[config.mk]
export PLATFORM = sky130hd
export DESIGN_NAME = pffha_ctrl
export DESIGN_NICKNAME = d
export VERILOG_FILES = /design/src/rtl/core/pffha_pkg.sv /design/src/rtl/core/pffha_ctrl.sv
export SDC_FILE = /design/constraint.sdc
export NUM_CORES = 1
export LEC_CHECK = 0
export BUFFER_PORTS_ARGS = -buffer_cell sky130_fd_sc_hd__buf_2
export CORE_MARGIN = 1.5
export CORE_UTILIZATION = 50
export CTS_CLUSTER_DIAMETER = 100
export DETAILED_ROUTE_END_ITERATION = 8
export HOLD_SLACK_MARGIN = 0.15
export PLACE_DENSITY_LB_ADDON = 0.05
export SLEW_MARGIN = 0
export SYNTH_ARGS = -nofsm -noshare
export SYNTH_HDL_FRONTEND = slang
export SYNTH_SLANG_ARGS = --single-unit
[constraint.sdc]
create_clock -name clk -period 4.3 [get_ports clk]
set_input_delay 0 -clock clk [delete_from_list [all_inputs] [get_ports clk]]
set_output_delay 0 -clock clk [all_outputs]
set_load 0.02 [all_outputs]
[src/rtl/core/pffha_pkg.sv]
// ----------------------------------------------------------------------------
// pffha_pkg
// shared constants, command codes and status flags of the paged heap allocator
// ----------------------------------------------------------------------------
package pffha_pkg;

  // heap geometry
  localparam int MAX_PAGES      = 8;
  localparam int MAX_BLOCKS     = 32;
  localparam int PAGE_BYTES_MAX = 4096;
  localparam int HDR_BYTES      = 5;
  localparam int MARGIN_BYTES   = 10;
  localparam int MIN_PAGE_BYTES = 16;

  // derived widths
  localparam int PAGE_W = $clog2(MAX_PAGES);
  localparam int PCNT_W = $clog2(MAX_PAGES + 1);
  localparam int BLK_W  = $clog2(MAX_BLOCKS);
  localparam int CNT_W  = $clog2(MAX_BLOCKS + 1);
  localparam int LIM_W  = (PCNT_W > 4) ? PCNT_W : 4;
  localparam int AW     = PAGE_W + BLK_W;

  // field widths
  localparam int PS_W   = 13;
  localparam int BASE_W = 10;
  localparam int MAXP_W = 4;
  localparam int SIZE_W = 12;
  localparam int ADDR_W = 23;
  localparam int FREE_W = 13;
  localparam int MUL_W  = 24;

  // result status codes
  typedef enum logic [1:0] {
    ST_OK      = 2'd0,
    ST_TOOBIG  = 2'd1,
    ST_NOPAGE  = 2'd2,
    ST_BADFREE = 2'd3
  } status_t;

  // operation codes
  typedef enum logic {
    OP_ALLOC = 1'b0,
    OP_FREE  = 1'b1
  } op_t;

  // configuration register indexes
  typedef enum logic [1:0] {
    REG_PAGE_SIZE = 2'd0,
    REG_BASE_PAGE = 2'd1,
    REG_MAX_PAGES = 2'd2
  } reg_idx_t;

  // datapath commands
  typedef enum logic [4:0] {
    CMD_NONE, CMD_LOAD, CMD_TOOBIG, CMD_NOPAGE, CMD_BADFREE, CMD_PAGE_NEXT,
    CMD_WALK_INIT, CMD_RD_B, CMD_SKIP, CMD_TAKE_SZ, CMD_OPEN, CMD_USE_WHOLE,
    CMD_SHR_INIT, CMD_RD_IM1, CMD_WR_I_DEC, CMD_SPLIT1, CMD_SPLIT2, CMD_MUL,
    CMD_ADDR, CMD_DIV_STEP, CMD_FSLOT, CMD_FREE_B, CMD_MERGE_NEXT, CMD_RD_PREV,
    CMD_MERGE_PREV, CMD_RD_IP1, CMD_WR_I_INC, CMD_CNT_DEC, CMD_RD_0,
    CMD_RELEASE, CMD_EMIT
  } cmd_t;

  // datapath status flags
  typedef struct packed {
    logic too_big;
    logic page_done;
    logic page_cand;
    logic blk_end;
    logic fit;
    logic split_ok;
    logic shr_more;
    logic open_found;
    logic div_done;
    logic slot_ok;
    logic off_hit;
    logic rd_free;
    logic has_next;
    logic has_prev;
    logic shl_more;
    logic cnt_one;
  } dp_stat_t;

endpackage

[src/rtl/core/pffha_ctrl.sv]
// ----------------------------------------------------------------------------
// pffha_ctrl
// sequencer for allocate and free walks, input and result handshakes
// ----------------------------------------------------------------------------
module pffha_ctrl
  import pffha_pkg::*;
(
  input  logic     clk,
  input  logic     rst,
  input  logic     s_tvalid,
  output logic     s_tready,
  input  logic     op,
  output logic     m_tvalid,
  input  logic     m_tready,
  input  dp_stat_t stat,
  output cmd_t     cmd
);

  typedef enum logic [24:0] {
    S_IDLE   = 25'd1 << 0,
    S_A_CHK  = 25'd1 << 1,
    S_A_PAGE = 25'd1 << 2,
    S_A_RD   = 25'd1 << 3,
    S_A_EVAL = 25'd1 << 4,
    S_A_FIT  = 25'd1 << 5,
    S_A_SHR  = 25'd1 << 6,
    S_A_SHW  = 25'd1 << 7,
    S_A_SPL2 = 25'd1 << 8,
    S_A_OPEN = 25'd1 << 9,
    S_A_ADDR = 25'd1 << 10,
    S_A_ADR2 = 25'd1 << 11,
    S_F_DIV  = 25'd1 << 12,
    S_F_CHK  = 25'd1 << 13,
    S_F_RD   = 25'd1 << 14,
    S_F_SKIP = 25'd1 << 15,
    S_F_HIT  = 25'd1 << 16,
    S_F_NXT  = 25'd1 << 17,
    S_F_PRV  = 25'd1 << 18,
    S_F_PRV2 = 25'd1 << 19,
    S_F_REL  = 25'd1 << 20,
    S_F_REL2 = 25'd1 << 21,
    S_R_CHK  = 25'd1 << 22,
    S_R_WR   = 25'd1 << 23,
    S_DONE   = 25'd1 << 24
  } state_t;

  state_t state, state_next;
  logic   prev_pass, prev_pass_next;

  assign s_tready = state == S_IDLE;

  // next state and command
  always_comb begin
    state_next     = state;
    prev_pass_next = prev_pass;
    cmd            = CMD_NONE;
    unique case (state)
      S_IDLE: if (s_tvalid) begin
        cmd        = CMD_LOAD;
        state_next = (op == OP_FREE) ? S_F_DIV : S_A_CHK;
      end
      S_A_CHK: begin
        if (stat.too_big) begin
          cmd        = CMD_TOOBIG;
          state_next = S_DONE;
        end else begin
          state_next = S_A_PAGE;
        end
      end
      S_A_PAGE: begin
        priority if (stat.page_done) begin
          state_next = S_A_OPEN;
        end else if (stat.page_cand) begin
          cmd        = CMD_WALK_INIT;
          state_next = S_A_RD;
        end else begin
          cmd = CMD_PAGE_NEXT;
        end
      end
      S_A_RD: begin
        if (stat.blk_end) begin
          cmd        = CMD_PAGE_NEXT;
          state_next = S_A_PAGE;
        end else begin
          cmd        = CMD_RD_B;
          state_next = S_A_EVAL;
        end
      end
      S_A_EVAL: begin
        if (stat.fit) begin
          cmd        = CMD_TAKE_SZ;
          state_next = S_A_FIT;
        end else begin
          cmd        = CMD_SKIP;
          state_next = S_A_RD;
        end
      end
      S_A_FIT: begin
        if (stat.split_ok) begin
          cmd        = CMD_SHR_INIT;
          state_next = S_A_SHR;
        end else begin
          cmd        = CMD_USE_WHOLE;
          state_next = S_A_ADDR;
        end
      end
      S_A_SHR: begin
        if (stat.shr_more) begin
          cmd        = CMD_RD_IM1;
          state_next = S_A_SHW;
        end else begin
          cmd        = CMD_SPLIT1;
          state_next = S_A_SPL2;
        end
      end
      S_A_SHW: begin
        cmd        = CMD_WR_I_DEC;
        state_next = S_A_SHR;
      end
      S_A_SPL2: begin
        cmd        = CMD_SPLIT2;
        state_next = S_A_ADDR;
      end
      S_A_OPEN: begin
        if (stat.open_found) begin
          cmd        = CMD_OPEN;
          state_next = S_A_FIT;
        end else begin
          cmd        = CMD_NOPAGE;
          state_next = S_DONE;
        end
      end
      S_A_ADDR: begin
        cmd        = CMD_MUL;
        state_next = S_A_ADR2;
      end
      S_A_ADR2: begin
        cmd        = CMD_ADDR;
        state_next = S_DONE;
      end
      S_F_DIV: begin
        if (stat.div_done) state_next = S_F_CHK;
        else cmd = CMD_DIV_STEP;
      end
      S_F_CHK: begin
        if (stat.slot_ok) begin
          cmd        = CMD_FSLOT;
          state_next = S_F_RD;
        end else begin
          cmd        = CMD_BADFREE;
          state_next = S_DONE;
        end
      end
      S_F_RD: begin
        if (stat.blk_end) begin
          cmd        = CMD_BADFREE;
          state_next = S_DONE;
        end else begin
          cmd        = CMD_RD_B;
          state_next = stat.off_hit ? S_F_HIT : S_F_SKIP;
        end
      end
      S_F_SKIP: begin
        cmd        = CMD_SKIP;
        state_next = S_F_RD;
      end
      S_F_HIT: begin
        if (stat.rd_free) begin
          cmd        = CMD_BADFREE;
          state_next = S_DONE;
        end else begin
          cmd        = CMD_FREE_B;
          state_next = stat.has_next ? S_F_NXT : S_F_PRV;
        end
      end
      S_F_NXT: begin
        if (stat.rd_free) begin
          cmd            = CMD_MERGE_NEXT;
          prev_pass_next = 1'b0;
          state_next     = S_R_CHK;
        end else begin
          state_next = S_F_PRV;
        end
      end
      S_F_PRV: begin
        if (stat.has_prev) begin
          cmd        = CMD_RD_PREV;
          state_next = S_F_PRV2;
        end else begin
          state_next = S_F_REL;
        end
      end
      S_F_PRV2: begin
        if (stat.rd_free) begin
          cmd            = CMD_MERGE_PREV;
          prev_pass_next = 1'b1;
          state_next     = S_R_CHK;
        end else begin
          state_next = S_F_REL;
        end
      end
      S_F_REL: begin
        if (stat.cnt_one) begin
          cmd        = CMD_RD_0;
          state_next = S_F_REL2;
        end else begin
          state_next = S_DONE;
        end
      end
      S_F_REL2: begin
        if (stat.rd_free) cmd = CMD_RELEASE;
        state_next = S_DONE;
      end
      // close the gap left by a merged entry
      S_R_CHK: begin
        if (stat.shl_more) begin
          cmd        = CMD_RD_IP1;
          state_next = S_R_WR;
        end else begin
          cmd        = CMD_CNT_DEC;
          state_next = prev_pass ? S_F_REL : S_F_PRV;
        end
      end
      S_R_WR: begin
        cmd        = CMD_WR_I_INC;
        state_next = S_R_CHK;
      end
      S_DONE: if (!m_tvalid || m_tready) begin
        cmd        = CMD_EMIT;
        state_next = S_IDLE;
      end
      default: state_next = S_IDLE;
    endcase
  end

  // state and result valid
  always_ff @(posedge clk) begin
    if (rst) begin
      state     <= S_IDLE;
      prev_pass <= 1'b0;
      m_tvalid  <= 1'b0;
    end else begin
      state     <= state_next;
      prev_pass <= prev_pass_next;
      if (cmd == CMD_EMIT) m_tvalid <= 1'b1;
      else if (m_tready)   m_tvalid <= 1'b0;
    end
  end

endmodule

# After elaboration in Yosys (flattened, before gate mapping)
# Cells that the tools add are included.
# word_totals
out_inout_bits,7
wordCells,92
register_bits,27
input_bits,21
# classes
n_eq_ne,32
muxes,50
reduce_logical,7
# op_table
cell,count
$pmux 25 s24,1
$mux 25,11
$pmux 5 s25,1
$mux 5,10
$mux 23,2
$mux 21,2
$eq 25x1->1 const B,1
$eq 25x10->1 const B,1
$eq 25x11->1 const B,1
$eq 25x12->1 const B,1
$eq 25x13->1 const B,1
$eq 25x14->1 const B,1
$eq 25x15->1 const B,1
$eq 25x16->1 const B,1
$eq 25x17->1 const B,1
$eq 25x18->1 const B,1
$eq 25x19->1 const B,1
$eq 25x2->1 const B,1
$eq 25x20->1 const B,1
$eq 25x21->1 const B,1
$eq 25x22->1 const B,1
$eq 25x23->1 const B,1
$eq 25x24->1 const B,1
$eq 25x25->1 const B,1
other kinds (28),44

# Depth between registers and ports, before layout
# Gate-level depths: netlist (run 1).
# logic_depth
word_depth,6
depth_mapped,9
depth_no_buf,7

# Worst setup path after synthesis (run 1)
# OpenSTA, ideal clock, no wires.
# synth_timing
kind,flip-flop to flip-flop
startpoint,reg state[13]
endpoint,reg state[4]
setup_slack_ps,2084
t_arrival_ps,2100
required_time_ps,4184
path_stages_with_launch,9
path_buffers,2
path_cell_list,dfxtp_1 > clkbuf_2 > nor4_4 > nand3b_1 > nor4_2 > a21o_1 > nand2b_1 > buf_2 > nor3_1
# synth_via
elab_chain_len,3
# synth_lines
element,line,text
from (decl),pffha_ctrl.sv:47,"state_t state, state_next;"
from (signal assigned),pffha_ctrl.sv:243,state <= state_next;
$eq 25x1->1 *,-,
via s_tready,pffha_ctrl.sv:11,"output logic s_tready,"
$ne 2x2->1 (no line),-,
$reduce_and 4->1 (no line),-,
# Mark *: on every way through the listed nets, which the timed path passes. The rest lies on a longest branch.
# A chain may end at the register's enable or synchronous reset.

# Worst setup path after layout (run 1)
# layout_timing
startpoint,reg state[15]
endpoint,out cmd[1]
# layout_via
elab_chain_len,2
# layout_lines
element,line,text
"$eq 25x25->1, or another cell as far along",pffha_ctrl.sv:57,unique case (state)
$pmux 5 s25 *,pffha_ctrl.sv:57,
to (decl),pffha_ctrl.sv:16,output cmd_t cmd
# Every way passes the cells marked *; elsewhere a longest branch is shown, timed or not.

==> out/metrics.csv, run 1 <==
stage;metric;value;unit
layout;commonest non-fill, non-tap cell in the layout;nor2_1;
clock_tree;Clock transition at path regs;0.10;ns
logic_synthesis;mapped cell area;1960;µm²
logic_synthesis;Syn. warnings;0;
drt;WL final;6550;µm
layout;layout cell share with drive strength beyond 1;16.9;%
drt;Detail Route Antenna Nets;0;
setup_path;Critical Path Max Stage Delay;0.77;ns
setup_path;CP cell instances;nor4_4 -> nand2_1 -> nor4_1 -> nand4b_1 -> and3_1 -> nand4_1 -> buf_2;
layout;Final nets;317;
setup_path;crit path DAT;3.01;ns
hold_path;worst hold path type;input pin to flip-flop;
hold_path;Hold Path Cell Cnt;3;
setup_path;r2r worst-path depth;8;
floorplan;Die Height;65.7;µm
setup_path;Critical R2R Launch;state[15];
timing;setup ws final;1.29;ns
layout;design area;2350;µm²
clock_tree;Clock Sinks;27;
global_routing;grt met3 use;5.31;%
global_routing;initial antenna violation count;0;
global_routing;met2 Use GR;50.0;%
floorplan;Starting Density;52.8;%
setup_path;WP buf/inv;1;
drt;WL per Instance;19.1;µm
floorplan;core footprint;3720;µm²
global_routing;first-pass GRT wire length;10400;µm
power;worst vdd ir;0.137;mV
timing;final period utilization;70.0;%
drt;residual DRC count;0;
logic_synthesis;syn avg cell area;7.67;µm²
timing;Setup TNS;0;ns
placement;Area after DPL;2100;µm²
logic_synthesis;sequential element share of the synthesized area;27.5;%
placement;pre-CTS setup slack;1.67;ns
global_routing;met1 usage;43.8;%
clock_tree;H-tree depth;1;
drt;drt pass-1 iters;5;
global_routing;via count of the first global-routing pass;2036;
setup_path;Crit-path slowest cell;nor4_1;
setup_path;Setup CP Type;flip-flop to output port;
setup_path;critical path fanouts, max;10;
logic_synthesis;Synth Instances;256;
global_routing;largest net degree at the start of global routing;19;
timing;count of final hold-check violations;0;
clock_tree;post-CTS setup buffers;0;
setup_path;Worst EP required;4.30;ns
timing;RSZ-0062 raised after global routing;false;
logic_synthesis;FFs w/ async S/R, synth;0;%
global_routing;layer with the highest usage;met2;
clock_tree;CTS root buffer;clkbuf_8;
timing;Tmin final;3.01;ns
clock_tree;clock tree buffer depth;2;
setup_path;Reg-to-Reg End;state[5];
global_routing;overall routing resource usage;32.1;%
clock_tree;clk_lat worst skew;0.28;ns
floorplan;# rows;22;
timing;Slew @ Worst Pin;0.832;ns
timing;clk_skew;0.00159;ns
placement;GPL Wtd Cong;1.01;
drt;Vias/cell;6.44;
setup_path;CP top delay family;simple AND/OR/NAND/NOR gates;
setup_path;R2R Setup Slk;1.52;ns
logic_synthesis;EDFF count, synth;0;
floorplan;chip width;65.7;µm
timing;max-slew violation count;0;
setup_path;number of stages on the worst setup path;7;
drt;vias post-DR;2208;
timing;Slew HR;44.0;%
setup_path;CP Capture Type;output port;
logic_synthesis;top_reg_cell synth;dfxtp_1;
clock_tree;CTS Buf Count;3;
layout;Diodes inserted;0;
placement;Buffers on Ports;27;
status;status;finished, final reports clean;
global_routing;GRT Residual Overflow;0;
clock_tree;PostCTS Resize Cnt;0;
logic_synthesis;Unique masters post-synth;56;
placement;HPWL Detailed;4940;µm
layout;Area growth syn-to-layout;19.8;%
floorplan;I/O pin count;28;
setup_path;crit path capture;cmd[1];
timing;final setup fails;0;
timing;fmax;332;MHz
layout;commonest cells after routing, fill and taps aside;33 x nor2_1, 27 x buf_2, 27 x dfxtp_1, 21 x dlygate4sd3_1, 17 x nand2_1;
logic_synthesis;syn nets;277;
setup_path;CP startpoint;state[15];
job;max_cap viols;0;
power;leakage power;0.933;nW
floorplan;Die ar.;4310;µm²
clock_tree;CTS tree;done;
logic_synthesis;synthesized flop and latch total;27;
drt;initial DRC count;206;
power;Pwr Density;236;nW/µm²
setup_path;CP Launch Type;flip-flop;
-- final cells by class --
cell class                      count  area, µm²
Clock buffer                        4       45.0
Sequential cell                    27        541
Multi-Input combinational cell    210       1340
Tap cell                           48       60.1
Timing Repair Buffer               48        345
Fill cell                         363       1370
Inverter                            6       22.5
-- cell usage after synthesis, drive strengths merged, types with 3 or more instances --
| master | count | share of area, % |
|---|---|---|
| a21oi | 9 | 2.3 |
| a31oi | 5 | 1.6 |
| and3 | 3 | 0.96 |
| buf | 6 | 1.8 |
| clkbuf | 7 | 1.4 |
| dfxtp | 27 | 28 |
| inv | 6 | 1.1 |
| nand2 | 17 | 3.3 |
| nand2b | 6 | 1.9 |
| nand3 | 14 | 3.8 |
| nand3b | 8 | 3.1 |
| nand4 | 11 | 3.5 |
| nand4b | 8 | 3.6 |
| nor2 | 34 | 6.9 |
| nor2b | 7 | 2.2 |
| nor3 | 19 | 5.6 |
| nor3b | 5 | 2.2 |
| nor4 | 13 | 6.5 |
| o21ai | 7 | 1.8 |
| or3 | 6 | 1.9 |
| or4 | 6 | 2.7 |
| xnor2 | 3 | 1.3 |
-- where the power goes --
| group | switching [mW] | leakage [nW] | internal [mW] | total, mW |
|---|---|---|---|---|
| clock network | 0.0850 | 0.0228 | 0.0666 | 0.152 |
| registers | 0.00525 | 0.218 | 0.254 | 0.259 |
| logic | 0.0878 | 0.693 | 0.0573 | 0.145 |
-- through the flow --
| step | power, mW | utilization (%) | hold slack [ns] | std cells |
|---|---|---|---|---|
| floorplan | 0.351 | - | 0.0707 | 256 |
| global placement | 0.392 | 56.4 | 0.181 | 318 |
| detailed placement | 0.392 | 56.4 | 0.179 | 318 |
| CTS | 0.552 | 63.3 | 0.214 | 343 |
| global route | 0.576 | 63.3 | 0.216 | 343 |
| finish | 0.556 | 63.3 | 0.218 | 343 |
-- how the worst min path moves through the flow --
stage                     startpoint   endpoint
after global routing         stat[8]  state[24]
after detailed placement     stat[5]  state[15]
after CTS                    stat[8]  state[24]
final                        stat[8]  state[24]
after global placement       stat[5]  state[15]
after floorplan                   op   state[1]
-- state kept, by name (all words and copies together), names as in the netlist --
| register | count |
|---|---|
| m_tvalid | 1 |
| prev_pass | 1 |
| state | 25 |
-- layer usage --
| layer | part of all wire [%] | vias to the layer above |
|---|---|---|
| met2 | 46 | 102 |
| li1 | - | 1046 |
| met5 | 0 | - |
| met3 | 8.2 | 17 |
| met4 | 3.2 | 0 |
| met1 | 43 | 1043 |
-- tightest hold or removal path: stages --
cell	delay, ns
buf_2	0.11
o2111a_1	0.23
a31oi_1	0.10
-- logic make-up after synthesis --
| family | after synthesis | share of synthesized area (%) |
|---|---|---|
| DFF | 27 | 27.5 |
| and+or+nand+nor | 166 | 51.9 |
| muxes | 2 | 1.08 |
| AOI/OAI and AO/OA | 37 | 12.9 |
| buffers and inverters | 19 | 4.33 |
| xor gates and xnor gates | 5 | 2.23 |
-- timing repair --
action / in CTS / in global routing
setup endpoints to repair: 0 / 0
hold buffers: 21 / 0
endpoints found under the hold margin: 23 / 0
Power figures use the tool's default switching activity.
==> inputs of run 2 (changes only) <==
==> constraint.sdc (replaced) <==
create_clock -name clk -period 2.98 [get_ports clk]
set_input_delay 0 -clock clk [delete_from_list [all_inputs] [get_ports clk]]
set_output_delay 0 -clock clk [all_outputs]
set_load 0.02 [all_outputs]
==> run 2 against run 1 <==
  * Combinational power grew 46%
  * Global-route usage shrank 1.2 points
  * Sequential share of layout area down 0.54 points
  * Die area is the same
  * Worst hold slack improved by 0.011 ns
  * First-iteration DRC count increased by 33%
  * Via count rose by 0.68%
  * Clock power grew 43%
  * Critical path type unchanged
  * Largest cell class unchanged
==> out/metrics.csv, run 2 (synthesis results as in run 1) <==
stage;metric;value;unit
floorplan;Starting Density;52.8;%
clock_tree;clk_lat worst skew;0.27;ns
power;Pwr Density;334;nW/µm²
timing;Slew HR;55.3;%
layout;Final nets;319;
placement;HPWL Detailed;4880;µm
status;status;finished, final reports clean;
layout;layout cell share with drive strength beyond 1;18.2;%
drt;routed length on met1;2730;µm
power;worst vdd ir;0.187;mV
layout;design area;2410;µm²
global_routing;GRT Residual Overflow;0;
drt;drt pass-1 iters;5;
hold_path;worst hold path type;input pin to flip-flop;
setup_path;Setup CP Type;flip-flop to output port;
timing;fmax;355;MHz
drt;residual DRC count;0;
drt;top layer in use;met4;
clock_tree;H-tree depth;1;
layout;fill count;343;
clock_tree;CTS tree;done;
setup_path;Worst EP required;2.98;ns
timing;Setup TNS;0;ns
timing;Slew @ Worst Pin;0.664;ns
floorplan;I/O pin count;28;
setup_path;critical path fanouts, max;10;
drt;Detail Route Antenna Nets;0;
setup_path;crit path DAT;2.82;ns
timing;RSZ-0062 raised after global routing;false;
timing;count of final hold-check violations;0;
global_routing;overall routing resource usage;30.9;%
global_routing;largest net degree at the start of global routing;19;
drt;Vias/cell;6.44;
floorplan;# rows;22;
drt;met2 WL;2930;µm
floorplan;Die Height;65.7;µm
drt;WL per Instance;18.6;µm
timing;final period utilization;94.5;%
clock_tree;clock tree buffer depth;2;
global_routing;via count of the first global-routing pass;1971;
floorplan;chip width;65.7;µm
layout;Reg with most FFs;state;
clock_tree;Clock transition at path regs;0.10;ns
drt;WL final;6420;µm
timing;clk_skew;0.00227;ns
global_routing;first-pass GRT wire length;10000;µm
layout;Area growth syn-to-layout;22.6;%
setup_path;CP Capture Type;output port;
placement;Area after DPL;2100;µm²
timing;final setup fails;0;
timing;max-slew violation count;0;
layout;max reg flops;25;
placement;Buffers on Ports;27;
floorplan;Die ar.;4310;µm²
layout;commonest cells after routing, fill and taps aside;33 x nor2_1, 27 x buf_2, 27 x dfxtp_1, 21 x dlygate4sd3_1, 17 x nand2_1;
drt;met3 WL post-DR;585;µm
drt;initial DRC count;273;
layout;commonest non-fill, non-tap cell in the layout;nor2_1;
layout;Diodes inserted;0;
layout;largest registers;state (25), m_tvalid (1), prev_pass (1);
clock_tree;CTS Buf Count;3;
setup_path;CP Launch Type;flip-flop;
floorplan;core footprint;3720;µm²
clock_tree;CTS root buffer;clkbuf_8;
clock_tree;Clock Sinks;27;
job;max_cap viols;0;
timing;Tmin final;2.82;ns
global_routing;initial antenna violation count;0;
power;leakage power;0.963;nW
placement;GPL Wtd Cong;1.02;
drt;vias post-DR;2223;
[run 2: cell count changes in the layout (fill, tap and decap cells not counted)]
| cell | delta |
|---|---|
| buf_4 | +2 |
| nor3_4 | +2 |
| nor4_4 | +2 |
| nor3_1 | -1 |
| nor3_2 | -1 |
| nor4_1 | -1 |
| nor4_2 | -1 |
[run 2: stage by stage]
stage	setup slack [ns]	hold WS, ns	util [%]	std cells	total power, mW
6_report	0.164	0.229	64.8	345	0.804
3_5_place_dp	0.393	0.184	56.4	318	0.564
5_1_grt	0.0473	0.236	64.8	345	0.831
2_1_floorplan	0.764	0.0707	-	256	0.506
3_3_place_gp	0.339	0.183	56.4	318	0.566
4_1_cts	0.0740	0.225	63.3	343	0.794
[run 2: per-layer routing]
layer | vias to the layer above | global-route usage [%]
met4 | 0 | 10.2
met2 | 128 | 49.5
met3 | 14 | 3.60
met5 | - | 0
li1 | 1048 | -
met1 | 1033 | 42.8
[run 2: power breakdown]
part	internal (mW)	switching, mW
combinational	0.0866	0.126
sequential	0.366	0.00836
clock	0.0959	0.121
[run 2: layout make-up]
cell class                 instances  area, µm²  share of cell area, %
tap                               48       60.1                   2.49
multi-input combinational        210       1380                   57.3
inverter                           6       22.5                  0.936
timing repair buffer              50        360                   15.0
clock buffer                       4       45.0                   1.87
sequential                        27        541                   22.5
[run 2: critical path, cell delays in order (launching register included)]
cell and delay [ns]:
dfxtp_1 0.39, nor3_4 0.32, nand3_2 0.28, or3_1 0.53, nor4_2 0.31, nand4b_1 0.21
and3b_1 0.25, nand3_1 0.08, buf_2 0.16
[run 2: final timing paths]
check / to / cells past startpoint / slack (ns) / startpoint
worst max-delay path: cmd[4] / 8 / 0.16 / state[19]
worst min-delay path: state[24] / 3 / 0.23 / stat[8]
worst max register to register: state[2] / 10 / 0.35 / state[14]
worst min register to register: m_tvalid / 2 / 0.53 / m_tvalid
[run 2: repair_timing]
| action | CTS | global route |
|---|---|---|
| setup endpoints to repair | 0 | 4 |
| resized for setup | 0 | 6 |
| buffers inserted | 0 | 2 |
| hold buffers | 21 | 0 |
| endpoints found under the hold margin | 23 | 0 |
==> inputs of run 3 (changes only) <==
==> constraint.sdc (replaced) <==
create_clock -name clk -period 2.98 [get_ports clk]
set_input_delay 0.447 -clock clk [delete_from_list [all_inputs] [get_ports clk]]
set_output_delay 0.447 -clock clk [all_outputs]
set_load 0.02 [all_outputs]
==> run 3 against run 2 <==
  * Setup slack lost 0.11 ns
  * Sequential cell count is the same
  * Clock skew shrank 0.00061 ns
  * Sequential power is essentially flat
  * Global-route usage grew 0.82 points
  * Routed wire length grew 3.3%
  * Cell count grew 2.6%
  * Non-clock buffer count grew 9
  * Critical path type unchanged
  * Critical endpoint unchanged
  * Largest cell class unchanged
  * Highest routed layer unchanged
==> out/metrics.csv, run 3 (synthesis results as in run 1) <==
stage;metric;value;unit
status;status;finished, final reports clean;
layout;Area growth syn-to-layout;27.5;%
clock_tree;clock tree buffer depth;2;
global_routing;GRT Residual Overflow;0;
clock_tree;Clock transition at path regs;0.10;ns
timing;Final Hold Slack;0.332;ns
drt;Vias/cell;6.47;
timing;final setup fails;0;
timing;Slew @ Worst Pin;0.534;ns
drt;WL per Instance;18.7;µm
layout;Final nets;328;
drt;WL final;6630;µm
clock_tree;Clock Sinks;27;
setup_path;R2R Setup Slk;0.57;ns
timing;count of final hold-check violations;0;
placement;pre-CTS setup slack;0.127;ns
setup_path;crit path DAT;2.48;ns
timing;final period utilization;98.2;%
setup_path;CP Launch Type;flip-flop;
clock_tree;# hold bufs at CTS;0;
layout;commonest cells after routing, fill and taps aside;33 x buf_4, 31 x nor2_1, 25 x buf_2, 16 x nand2_1, 14 x nor3_1;
drt;Detail Route Antenna Nets;0;
power;leakage power;1.03;nW
floorplan;chip width;65.7;µm
power;Pwr Total;0.843;mW
setup_path;r2r worst-path depth;8;
setup_path;CP Capture Type;output port;
placement;GPL Wtd Cong;0.972;
global_routing;first-pass GRT wire length;10300;µm
floorplan;# rows;22;
hold_path;worst hold path type;input pin to flip-flop;
layout;fill count;350;
timing;Setup TNS;0;ns
global_routing;overall routing resource usage;31.7;%
placement;HPWL Detailed;5100;µm
floorplan;I/O pin count;28;
setup_path;Critical R2R Launch;state[14];
drt;drt pass-1 iters;5;
hold_path;Hold Path Cell Cnt;2;
setup_path;Worst EP required;2.53;ns
layout;Reg with most FFs;state;
layout;Diodes inserted;0;
setup_path;critical path fanouts, max;4;
drt;initial DRC count;299;
power;worst vdd ir;0.356;mV
layout;max reg flops;25;
drt;residual DRC count;0;
floorplan;core footprint;3720;µm²
timing;fmax;342;MHz
layout;largest registers;state (25), m_tvalid (1), prev_pass (1);
drt;vias post-DR;2291;
floorplan;Die ar.;4310;µm²
timing;Slew HR;63.5;%
floorplan;Starting Density;52.8;%
hold_path;Hold Path Sink;state[15];
layout;commonest non-fill, non-tap cell in the layout;buf_4;
timing;clk_skew;0.00166;ns
global_routing;initial antenna violation count;0;
global_routing;largest net degree at the start of global routing;19;
clock_tree;CTS tree;done;
timing;max-slew violation count;0;
power;Pwr Density;337;nW/µm²
floorplan;Die Height;65.7;µm
global_routing;via count of the first global-routing pass;2006;
timing;setup ws final;0.0547;ns
setup_path;Setup CP Type;flip-flop to output port;
clock_tree;H-tree depth;1;
job;max_cap viols;0;
clock_tree;CTS Buf Count;3;
setup_path;Reg-to-Reg End;state[10];
layout;layout cell share with drive strength beyond 1;35.3;%
clock_tree;CTS root buffer;clkbuf_8;
timing;Tmin final;2.93;ns
placement;Buffers on Ports;27;
hold_path;Hold Path Origin;stat[5];
clock_tree;clk_lat worst skew;0.28;ns
[run 3: cell types whose count changed in the layout (fill, tap and decap cells not counted), moves of 2 or more]
cell           before  now
nor2_1             33   31
dfxtp_2             0   12
dlygate4sd3_1      21    0
buf_4               2   33
dfxtp_1            27   12
nor2_2              0    2
dfxtp_4             0    3
buf_2              27   25
nand3_1            13   11
[run 3: routing by layer]
layer | wire length [µm] | vias to the layer above | track usage [%]
met3 | 605 | 14 | 5.48
met2 | 3090 | 126 | 50.0
met4 | 150 | 0 | 7.55
met5 | 0 | - | 0
li1 | - | 1076 | -
met1 | 2790 | 1075 | 44.8
[run 3: worst max-delay path by stage]
stage                     startpoint      to  slack (ns)  cells past startpoint
after detailed placement   state[19]  cmd[0]        0.13                      8
after global placement     state[19]  cmd[0]        0.13                      8
final                      state[11]  cmd[4]        0.05                      8
after global routing       state[11]  cmd[4]       -0.05                      8
after CTS                  state[21]  cmd[4]       0.007                      7
after floorplan            state[13]  cmd[0]        0.43                      7
[run 3: metrics by stage]
| step | area, µm² | instances | util (%) |
|---|---|---|---|
| floorplan | 1960 | 256 | - |
| global placement | 2220 | 335 | 59.8 |
| detailed placement | 2220 | 335 | 59.8 |
| CTS | 2330 | 341 | 62.8 |
| global route | 2500 | 354 | 67.4 |
| finish | 2500 | 354 | 67.4 |
[run 3: area by class of cell]
type | instances | area [µm²] | area share (%)
multi-input combinational | 210 | 1420 | 56.9
clock buffer | 3 | 41.3 | 1.65
tap | 48 | 60.1 | 2.40
clock inverter | 1 | 5.00 | 0.200
inverter | 6 | 22.5 | 0.900
timing repair buffer | 59 | 384 | 15.3
sequential | 27 | 567 | 22.6
[run 3: what timing repair did]
| item | CTS | global route |
|---|---|---|
| resized for setup | 8 | 31 |
| endpoints found under the setup margin | 3 | 5 |
| pin swaps | 2 | 15 |
| buffers inserted | 2 | 13 |
[run 3: report_power, final]
part	leakage, nW	switching, mW	internal, mW	total (mW)
Sequential	0.226	0.00934	0.364	0.373
Combinational	0.780	0.143	0.109	0.253
Clock	0.0255	0.123	0.0940	0.217
Total	1.03	0.275	0.568	0.843
[run 3: critical path: stages (launching register included)]
cell	delay (ns)
dfxtp_4	0.36
nor4_4	0.33
nand2_2	0.14
or3_4	0.40
nor4_4	0.32
nand4b_1	0.20
and3b_1	0.23
nand3_1	0.09
buf_6	0.13
